<file path="config.mk">
export PLATFORM = sky130hd
export DESIGN_NAME = tzg_front
export DESIGN_NICKNAME = d
export VERILOG_FILES = /design/src/design/tzg_pkg.sv /design/src/design/tzg_front.sv
export SDC_FILE = /design/constraint.sdc
export NUM_CORES = 1
export LEC_CHECK = 0
export BUFFER_PORTS_ARGS = -buffer_cell sky130_fd_sc_hd__buf_4
export CAP_MARGIN = 40
export CORE_ASPECT_RATIO = 0.6
export CORE_MARGIN = 3
export CORE_UTILIZATION = 58
export CTS_BUF_LIST = sky130_fd_sc_hd__clkbuf_2 sky130_fd_sc_hd__clkbuf_4 sky130_fd_sc_hd__clkbuf_8
export CTS_CLUSTER_SIZE = 12
export DETAILED_ROUTE_END_ITERATION = 16
export GPL_TIMING_DRIVEN = 0
export PLACE_DENSITY = 0.95
export REMOVE_ABC_BUFFERS = 1
export SYNTH_ARGS = -nofsm -noshare
export SYNTH_HDL_FRONTEND = slang
export SYNTH_SLANG_ARGS = --single-unit
export TNS_END_PERCENT = 5
</file>
<file path="constraint.sdc">
create_clock -name clk -period 10.04 [get_ports clk]
set_input_delay 1.004 -clock clk [delete_from_list [all_inputs] [get_ports clk]]
set_output_delay 1.004 -clock clk [all_outputs]
set_load 0.01 [all_outputs]
</file>
<file path="src/design/tzg_pkg.sv">
// ---------------------------------------------------------------------------
// tzg_pkg: shared types and constants of the triangle rasterizer
// Frame geometry, arithmetic widths, operation codes and the item and status
// structs that pass between the front, the back and the top level.
// ---------------------------------------------------------------------------
`timescale 1ns / 1ps
`default_nettype none
package tzg_pkg;

	// Frame and depth geometry.
	localparam int MAX_WIDTH   = 256;
	localparam int MAX_HEIGHT  = 256;
	localparam int DEPTH_BITS  = 16;
	localparam int X_BITS      = $clog2(MAX_WIDTH);
	localparam int Y_BITS      = $clog2(MAX_HEIGHT);
	localparam int ADDR_BITS   = X_BITS + Y_BITS;
	localparam int STORED_BITS = DEPTH_BITS + 1;
	localparam int GRAY_BITS   = 8;
	localparam int WORD_BITS   = STORED_BITS + GRAY_BITS;
	localparam int FRAME_BITS  = 9;
	localparam int COUNT_BITS  = 17;

	// Arithmetic widths.
	localparam int COORD_BITS = 11;
	localparam int DIFF_BITS  = COORD_BITS + 1;
	localparam int PROD_BITS  = 2 * DIFF_BITS;
	localparam int DEN_BITS   = 23;
	localparam int WGT_BITS   = 28;
	localparam int NUM_BITS   = DEPTH_BITS + DEN_BITS + 1;
	localparam int QUO_BITS   = DEPTH_BITS;

	localparam logic [STORED_BITS-1:0] DEPTH_EMPTY = {STORED_BITS{1'b1}};

	// Input operation codes.
	localparam logic [1:0] OP_CLEAR  = 2'd0;
	localparam logic [1:0] OP_VERTEX = 2'd1;
	localparam logic [1:0] OP_READ   = 2'd2;

	// Result kinds.
	localparam logic RES_READ = 1'b0;
	localparam logic RES_TRI  = 1'b1;

	// One queued item.
	typedef struct packed {
		logic [1:0]                   kind;
		logic signed [COORD_BITS-1:0] x;
		logic signed [COORD_BITS-1:0] y;
		logic [DEPTH_BITS-1:0]        z;
		logic [GRAY_BITS-1:0]         i;
	} item_t;

	// Active frame size after saturation.
	typedef struct packed {
		logic [FRAME_BITS-1:0] w;
		logic [FRAME_BITS-1:0] h;
	} frame_t;

	// Status of the back part seen by the front.
	typedef struct packed {
		logic booting;
	} back_status_t;

endpackage
`default_nettype wire

</file>
<file path="src/design/tzg_front.sv">
// ---------------------------------------------------------------------------
// tzg_front: input side of the rasterizer
// Accepts items, drops the unused opcode and queues the rest in a two-entry
// queue for the back part.
// ---------------------------------------------------------------------------
`timescale 1ns / 1ps
`default_nettype none
module tzg_front (
	input  wire                                      clk,
	input  wire                                      arst_n,
	input  wire                                      in_valid,
	output logic                                     in_ready,
	input  wire [1:0]                                opcode,
	input  wire signed [tzg_pkg::COORD_BITS-1:0]     coord_x,
	input  wire signed [tzg_pkg::COORD_BITS-1:0]     coord_y,
	input  wire [tzg_pkg::DEPTH_BITS-1:0]            vertex_depth,
	input  wire [tzg_pkg::GRAY_BITS-1:0]             vertex_intensity,
	input  tzg_pkg::back_status_t                    status,
	output logic                                     q_valid,
	output tzg_pkg::item_t                           q_item,
	input  wire                                      q_pop
);

	tzg_pkg::item_t q_mem_q [2];
	logic           wr_ptr_q;
	logic           rd_ptr_q;
	logic [1:0]     cnt_q;
	logic           known;
	logic           push;
	tzg_pkg::item_t new_item;

	// Classify the incoming item; the unused code is taken and dropped.
	always_comb begin
		known = (opcode == tzg_pkg::OP_CLEAR) || (opcode == tzg_pkg::OP_VERTEX) ||
			(opcode == tzg_pkg::OP_READ);
		new_item.kind = opcode;
		new_item.x    = coord_x;
		new_item.y    = coord_y;
		new_item.z    = vertex_depth;
		new_item.i    = vertex_intensity;
	end

	assign in_ready = (cnt_q != 2'd2) && !status.booting;
	assign push     = in_valid && in_ready && known;
	assign q_valid  = (cnt_q != 2'd0);
	assign q_item   = q_mem_q[rd_ptr_q];

	// Queue storage.
	always_ff @(posedge clk) begin
		if (push) begin
			q_mem_q[wr_ptr_q] <= new_item;
		end
	end

	// Queue pointers and fill count.
	always_ff @(posedge clk or negedge arst_n) begin
		if (!arst_n) begin
			wr_ptr_q <= 1'b0;
			rd_ptr_q <= 1'b0;
			cnt_q    <= 2'd0;
		end else begin
			if (push) begin
				wr_ptr_q <= !wr_ptr_q;
			end
			if (q_pop) begin
				rd_ptr_q <= !rd_ptr_q;
			end
			cnt_q <= cnt_q + {1'b0, push} - {1'b0, q_pop};
		end
	end

`ifndef SYNTHESIS
	assert property (@(posedge clk) disable iff (!arst_n) q_pop |-> q_valid)
		else $error("queue popped while empty");
	assert property (@(posedge clk) disable iff (!arst_n) cnt_q != 2'd3)
		else $error("queue fill count out of range");
	assert property (@(posedge clk) disable iff (!arst_n)
		(cnt_q == 2'd2 && !q_pop) |=> (cnt_q == 2'd2))
		else $error("full queue lost an item");
`endif

endmodule
`default_nettype wire

</file>
==> results of run 1 <==
## through the flow
stage          setup WS, ps  instances  hold WS, ps
3_3_place_gp           4970        345          506
4_1_cts                7060        364          421
3_5_place_dp           7240        348          531
6_report               7090        364          441
5_1_grt                6990        364          409
2_1_floorplan          6060        163          492
## where the power goes
part | switching [mW] | internal [mW]
clock network | 0.126 | 0.0966
registers | 0.0381 | 0.508
logic | 0.143 | 0.204
## cell usage in the layout, fill, tap and decap left out, drive strengths merged
master    count
a211o         1
a21bo         1
a21oi         1
buf         105
clkbuf       11
clkinv        3
clkinvlp      1
dfrtp         4
edfxtp       96
ha            2
inv           4
mux2         48
nor2          2
or2           1
xnor2         3
xor2          1
## kinds of logic (layout without fill, tap and decap cells)
group | Yosys count | after routing | synth area share, %
DFF | 100 | 100 | 79.9
adders and majority gates | 2 | 2 | 0.670
xor gates and xnor gates | 4 | 4 | 1.14
AOI/OAI and AO/OA | 3 | 3 | 0.871
buffers and inverters | 8 | 124 | 1.61
muxes | 48 | 48 | 15.5
and+or+nand+nor | 3 | 3 | 0.369
## per-layer routing
metal  up-vias  global-route usage (%)  share of wire, %
met5         -                       0                 0
met4         0                    5.75              0.77
met3         7                    8.95                11
met2        92                    29.4                48
met1       898                    22.0                40
li1        876                       -                 -
## state kept, by name, summed over array words and instances, names as in the netlist
signal and flops:
cnt_q 2, wr_ptr_q 1, q_mem_q 96, rd_ptr_q 1
## worst min path at each step
stage / end / slack, ps / depth (start not counted)
floorplan: cnt_q[0] / 490 / 1
global placement: wr_ptr_q / 510 / 1
detailed placement: cnt_q[0] / 530 / 1
CTS: cnt_q[1] / 420 / 1
global route: cnt_q[1] / 410 / 1
finish: cnt_q[1] / 440 / 1
## critical path: cells and delay by family (launching register included)
| family | cells | cell delay [ps] |
|---|---|---|
| multiplexers | 1 | 370 |
| buffers and inverters | 2 | 420 |
| flip-flops | 1 | 790 |
## cell type report
type,count,share of cell area [%]
multi-input combinational,60,14.7
tap,80,2.08
clock inverter,5,0.781
timing repair buffer,105,17.2
sequential,100,62.1
inverter,3,0.234
clock buffer,11,2.89
==> metrics.txt, run 1 <==
CTS tree yes; Worst EP arrival 1940 ps; Reg2Reg Setup Slack 8070 ps; CP Launch Point rd_ptr_q; Avg WL per Cell 17.7 µm; clk buf depth 2; Final Hold Violating Endpoints 0; H-tree depth 3; post-synth cell types 17; die height 68.2 µm; placed inst area 4630 µm²; post-synthesis average cell area 22.2 µm²; clk_lat worst skew 340 ps; worst hold path class input port to async pin; maximum VDD drop 0.000150 V; Worst-path clk slew 80 ps; share of cells above drive strength 1 61.6%; first-pass GRT wire length 9.47 mm; GPL Wtd Cong 0.710; count leader, synth edfxtp_1; r2r worst-path depth 4; CP Capture Type output port; dpl hpwl 4.34 mm; Critical Path Source Type flip-flop; I/O pin total 103; DRT iter0 DRCs 58; Setup crit end q_item[25]; Site Rows 21; Synth-to-Final Area Change 28.6%; Layout Utilization 81.6%; RSZ-0062 raised after global routing no; Post-synth top flop edfxtp_1; Initial Utilization 63.5%; largest net degree at the start of global routing 29; critical path, cell by cell buf_12, mux2_2, buf_4; Slew Limit Fails 0; Synth area leaders edfxtp_1 77%, mux2_2 11%, mux2_4 4.0%; antenna violations before repair 0; Power Dens Cells 232 nW/µm²; Final min period 2950 ps; top cells by count, synth 96 x edfxtp_1, 38 x mux2_2, 10 x mux2_4; slew margin rel. 55.7%; drt via density 5.15; total gr overflow 0; top cell type's share of synthesized area 77.2%; Final Cell Area 4800 µm²; WL final 6.45 mm; DRC viols 0; Setup TNS Final 0 ps; area of the multi-input gates 707 µm²; Setup Fix Bufs, Post-CTS 0; Root Driver clkbuf_8; YS warnings 0; Die X 110 µm; r2r startpoint cnt_q[0]; GRT Total Usage 18.2%; post-CTS sizing 0; FILL cells 306; fin crit share 29.4%; Max-Cap Viols 0; number of flops mapped to enable cells by yosys 96; Required @ worst endpoint 9040 ps; asr flop ratio synth 4.00%; cts hold-fix bufs 0; Cell Area, Synth 3730 µm²; Tightest Pin Transition 663 ps; Die ar. 7470 µm²; CTS buffer count 9; clk_skew 4.42 ps; FMAX 339 MHz; Leak 1.82 nW; register area share after synthesis 79.9%; Antenna Cells 0; Std-Cell Core Area 5890 µm²; I/O Buffers 102; vias in the first global route 1908; leading area contributor after synthesis edfxtp_1; slowest stage delay, CP 790 ps; Power Total 1.12 mW; synthesized netlist cell count 168; first drt pass iteration count 4; Crit Path Class flip-flop to output port; register area 2980 µm²; Worst R2R End q_mem_q[0][32]; endpoints failing setup 0; Clock Sinks 100; NumNets Final 334; Synth Register Bits 100; outcome finished clean; vias post-DR 1873; number of nets still failing antenna checks after routing 0; CP max-delay cell dfrtp_2; crit path max fanout 27
No activity file was read; power rests on OpenSTA's default activity.
==> run 2, diff against run 1 <==
--- a/config.mk
+++ b/config.mk
@@ -9,12 +9,12 @@
 export CAP_MARGIN = 40
 export CORE_ASPECT_RATIO = 0.6
 export CORE_MARGIN = 3
-export CORE_UTILIZATION = 58
+export CORE_UTILIZATION = 49
 export CTS_BUF_LIST = sky130_fd_sc_hd__clkbuf_2 sky130_fd_sc_hd__clkbuf_4 sky130_fd_sc_hd__clkbuf_8
 export CTS_CLUSTER_SIZE = 12
 export DETAILED_ROUTE_END_ITERATION = 16
 export GPL_TIMING_DRIVEN = 0
-export PLACE_DENSITY = 0.95
+export PLACE_DENSITY = 0.87
 export REMOVE_ABC_BUFFERS = 1
 export SYNTH_ARGS = -nofsm -noshare
 export SYNTH_HDL_FRONTEND = slang
==> constraint.sdc (replaced) <==
create_clock -name clk -period 2.6 [get_ports clk]
set_input_delay 0.26 -clock clk [delete_from_list [all_inputs] [get_ports clk]]
set_output_delay 0.26 -clock clk [all_outputs]
set_load 0.01 [all_outputs]
==> run 2 against run 1 <==
Compared with the run above: routed wire length stayed put; clock skew rose by 0.79 ps; non-clock buffer count grew 1; sequential power rose to 3.9 times the previous value; die area up 17%; largest cell class unchanged; hold slack lost 350 ps; critical path depth stayed put; clock power rose to 3.8 times the previous value; utilization down 13 points; sequential cell count unchanged; first-iteration DRC count increased by 76%; via count fell by 1.4%.
==> metrics.txt, run 2 (same netlist as run 1, synthesis figures left out) <==
outcome finished clean; Slew Limit Fails 0; FMAX 446 MHz; CP top delay family flip-flops; CP max-delay cell dfrtp_2; Std-Cell Core Area 7020 µm²; Power Dens Cells 889 nW/µm²; endpoints failing setup 0; Reg2Reg Setup Slack 590 ps; H-tree depth 3; max reg flops 96; DRT iter0 DRCs 102; antenna violations before repair 0; Setup Fix Bufs, Post-CTS 0; Site Rows 23; drt via density 4.81; slew margin rel. 50.5%; register area 2980 µm²; Critical path buffers and inverters 2; die height 73.6 µm; CTS tree yes; crit path max fanout 29; Antenna Cells 0; placed inst area 4660 µm²; Top Registers q_mem_q (96), cnt_q (2); Leak 1.82 nW; number of nets still failing antenna checks after routing 0; critical path, cell by cell buf_16, mux2_2, buf_4; commonest non-fill, non-tap cell in the layout buf_4; maximum VDD drop 0.000501 V; Power Total 4.30 mW; vias post-DR 1846; first drt pass iteration count 4; CP Capture Type output port; Final min period 2240 ps; clk_lat worst skew 350 ps; largest net degree at the start of global routing 30; Final Cell Area 4840 µm²; clk_skew 5.20 ps; Critical Path Source Type flip-flop; area of the multi-input gates 707 µm²; Initial Utilization 53.2%; vias in the first global route 2019; FILL cells 490; clk buf depth 2; first-pass GRT wire length 9.87 mm; Max-Cap Viols 0; I/O pin total 103; Tightest Pin Transition 742 ps; Crit Path Class flip-flop to output port; Highest Signal Layer met4; share of cells above drive strength 1 61.3%; Required @ worst endpoint 2340 ps; GPL Wtd Cong 0.683; Final Hold Violating Endpoints 0; Avg WL per Cell 16.8 µm; NumNets Final 335; fin crit share 86.3%; worst hold path class input port to flip-flop; detailed-routed wire length on met2 3.17 mm; Met3 Routed Length 605 µm; I/O Buffers 102; WL final 6.45 mm; Worst-path clk slew 80 ps; GRT Total Usage 15.5%; DRC viols 0; Reg with most FFs q_mem_q; Layout Utilization 68.9%; Die ar. 8740 µm²; CTS buffer count 9; Root Driver clkbuf_8; Synth-to-Final Area Change 29.5%; Clock Sinks 100; Worst EP arrival 1980 ps; placed insts 368; most frequent cells in the layout 102 x buf_4, 96 x edfxtp_1, 38 x mux2_2; total gr overflow 0; slowest stage delay, CP 860 ps; DRT met1 WL 2.61 mm; dpl hpwl 4.51 mm; RSZ-0062 raised after global routing no; Finished Layout Cells 384; Die X 119 µm
==> run 2: changes by cell type in the layout (fill, tap and decap cells not counted) <==
cell and delta:
buf_12 -1, buf_16 +1, clkinv_4 -1, clkinvlp_4 +1, dlygate4sd3_1 +1, inv_6 -1
==> run 2: area by class of cell <==
type / count / area share [%]
multi-input combinational: 60 / 14.6
sequential: 100 / 61.7
inverter: 3 / 0.233
timing repair buffer: 106 / 17.4
clock buffer: 11 / 2.87
clock inverter: 4 / 0.569
tap: 100 / 2.59
==> run 2: final timing paths <==
check | from | end | depth (start not counted)
max reg2reg | cnt_q[0] | q_mem_q[0][6] | 4
min reg2reg | cnt_q[0] | cnt_q[0] | 1
min in group asynchronous | arst_n | cnt_q[1] | 2
min | coord_x[8] | q_mem_q[1][43] | 1
max in group asynchronous | arst_n | rd_ptr_q | 2
max | rd_ptr_q | q_item[24] | 3
==> run 2: metal layers <==
| metal | global-route usage, % | up-vias |
|---|---|---|
| met1 | 17.2 | 884 |
| met2 | 26.4 | 79 |
| met3 | 7.38 | 8 |
| li1 | - | 875 |
| met5 | 0 | - |
| met4 | 5.78 | 0 |
==> run 2: what timing repair did <==
| action | 4_1_cts | 5_1_grt |
|---|---|---|
| setup endpoints to repair | 0 | 0 |
| endpoints found under the hold margin | 4 | 0 |
| gates resized for setup | 0 | 0 |
| hold buffers | 1 | 0 |
==> run 2: per-stage QoR <==
step	hold slack, ps	TNS, ps	setup WS [ps]
3_5_place_dp	60.0	0	489
3_3_place_gp	56.9	-173200	-1760
2_1_floorplan	-35.6	-61490	-641
6_report	86.0	0	357
4_1_cts	59.5	0	326
5_1_grt	57.0	0	263
==> run 2: where the power goes <==
part	internal [mW]	total [mW]	leakage (nW)	switching [mW]
Clock	0.362	0.841	0.0799	0.479
Combinational	0.799	1.34	0.819	0.538
Sequential	1.96	2.12	0.919	0.161
==> run 3, diff against run 2 <==
--- a/config.mk
+++ b/config.mk
@@ -7,14 +7,16 @@
 export LEC_CHECK = 0
 export BUFFER_PORTS_ARGS = -buffer_cell sky130_fd_sc_hd__buf_4
 export CAP_MARGIN = 40
+export CELL_PAD_IN_SITES_DETAIL_PLACEMENT = 1
+export CELL_PAD_IN_SITES_GLOBAL_PLACEMENT = 2
 export CORE_ASPECT_RATIO = 0.6
 export CORE_MARGIN = 3
-export CORE_UTILIZATION = 49
+export CORE_UTILIZATION = 35
 export CTS_BUF_LIST = sky130_fd_sc_hd__clkbuf_2 sky130_fd_sc_hd__clkbuf_4 sky130_fd_sc_hd__clkbuf_8
 export CTS_CLUSTER_SIZE = 12
 export DETAILED_ROUTE_END_ITERATION = 16
 export GPL_TIMING_DRIVEN = 0
-export PLACE_DENSITY = 0.87
+export PLACE_DENSITY = 0.86
 export REMOVE_ABC_BUFFERS = 1
 export SYNTH_ARGS = -nofsm -noshare
 export SYNTH_HDL_FRONTEND = slang
==> run 3 against run 2 <==
Compared with the run above: clock skew is essentially flat; fmax grew 2.2%; worst setup slack gained 49 ps; final cell count grew 9.4%; combinational power is essentially flat; sequential cell count is the same; global-route usage shrank 3.2 points; sequential share of layout area shrank 1.1 points; first-iteration DRC count shrank 57%; utilization shrank 20 points; critical path type unchanged; critical endpoint unchanged; highest routed layer unchanged.
==> metrics.txt, run 3 (same netlist as run 1, synthesis figures left out) <==
outcome finished clean; Initial Utilization 36.9%; clk buf depth 2; Reg with most FFs q_mem_q; Final Hold Violating Endpoints 0; FMAX 456 MHz; Crit Path Class flip-flop to output port; DRC viols 0; Power Dens Cells 914 nW/µm²; total gr overflow 0; antenna violations before repair 0; Std-Cell Core Area 10100 µm²; clk_skew 5.55 ps; post-CTS sizing 0; Die ar. 12000 µm²; Slew Limit Fails 0; crit path max fanout 27; die height 86.0 µm; WL final 7.07 mm; CTS buffer count 9; RSZ-0062 raised after global routing no; commonest non-fill, non-tap cell in the layout buf_4; Layout Utilization 48.6%; Synth-to-Final Area Change 31.8%; number of nets still failing antenna checks after routing 0; Avg WL per Cell 16.8 µm; Worst EP arrival 1930 ps; drt via density 4.44; Worst-path clk slew 90 ps; Critical Path Source Type flip-flop; Leak 1.84 nW; CP Capture Type output port; CTS tree yes; Setup Fix Bufs, Post-CTS 0; Tightest Pin Transition 729 ps; maximum VDD drop 0.000478 V; GRT Total Usage 12.2%; Site Rows 28; slowest stage delay, CP 760 ps; vias post-DR 1866; Hold Worst Slack 81.5 ps; first drt pass iteration count 4; CP top delay family flip-flops; critical path, cell by cell buf_12, mux2_2, buf_4; first-pass GRT wire length 11.0 mm; vias in the first global route 2145; worst hold path class input port to flip-flop; Antenna Cells 0; H-tree depth 3; I/O pin total 103; GPL Wtd Cong 0.701; slew margin rel. 51.3%; CP max-delay cell dfrtp_2; max reg flops 96; DRT iter0 DRCs 44; Root Driver clkbuf_8; Clock Sinks 100; Required @ worst endpoint 2340 ps; Final min period 2190 ps; most frequent cells in the layout 102 x buf_4, 96 x edfxtp_1, 38 x mux2_2; fin crit share 84.4%; share of cells above drive strength 1 61.1%; clk_lat worst skew 360 ps; Max-Cap Viols 0; Critical path buffers and inverters 2; I/O Buffers 102; Top Registers q_mem_q (96), cnt_q (2); Die X 139 µm; endpoints failing setup 0; NumNets Final 335; dpl hpwl 5.01 mm; largest net degree at the start of global routing 28
[run 3: cell types whose count changed in the layout (fill, tap and decap cells not counted)]
cell | before | now
buf_12 | 2 | 3
buf_16 | 1 | 0
bufinv_16 | 0 | 2
clkbuf_4 | 2 | 0
clkinv_1 | 1 | 2
clkinv_2 | 0 | 1
clkinvlp_4 | 2 | 0
inv_6 | 0 | 1
[run 3: routing by layer]
metal,vias up,global-route usage [%],share of wire (%)
li1,880,-,-
met1,895,14.2,43
met2,82,19.1,44
met3,9,7.41,12
met4,0,3.73,1.0
met5,-,0,0
[run 3: worst paths after layout]
kind | from | endpoint | slack (ps) | cells after the start
min in group asynchronous | arst_n | cnt_q[0] | 230 | 2
worst min-delay path | coord_x[4] | q_mem_q[0][39] | 80 | 1
max in group asynchronous | arst_n | rd_ptr_q | 2260 | 2
worst max register to register | cnt_q[0] | q_mem_q[1][31] | 600 | 4
worst max-delay path | rd_ptr_q | q_item[24] | 410 | 3
worst min register to register | cnt_q[0] | cnt_q[0] | 550 | 1
[run 3: power breakdown]
part	switching (mW)	internal, mW	leakage (nW)
combinational	0.571	0.787	0.816
sequential	0.139	1.96	0.919
clock	0.502	0.539	0.109
[run 3: repair_timing]
item / 4_1_cts / 5_1_grt
endpoints found under the setup margin: 0 / 0
hold endpoints to repair: 4 / 0
hold buffers: 1 / 0
[run 3: cell type report]
| type | instances | area [µm²] |
|---|---|---|
| clock buffer | 9 | 124 |
| timing repair buffer | 106 | 836 |
| tap | 135 | 169 |
| clock inverter | 7 | 90.1 |
| sequential | 100 | 2980 |
| fill | 969 | 5200 |
| inverter | 3 | 11.3 |
| multi-input combinational | 60 | 707 |
[run 3: through the flow]
step	cell area (µm²)	worst slack (ps)	total power [mW]	TNS (ps)	cells
final	4920	406	4.50	0	420
after global routing	4920	273	4.76	0	420
after CTS	4920	342	4.59	0	420
after detailed placement	4700	448	3.52	0	403
after global placement	4620	-1950	3.48	-197170	400
after floorplan	3690	-641	2.85	-61490	163
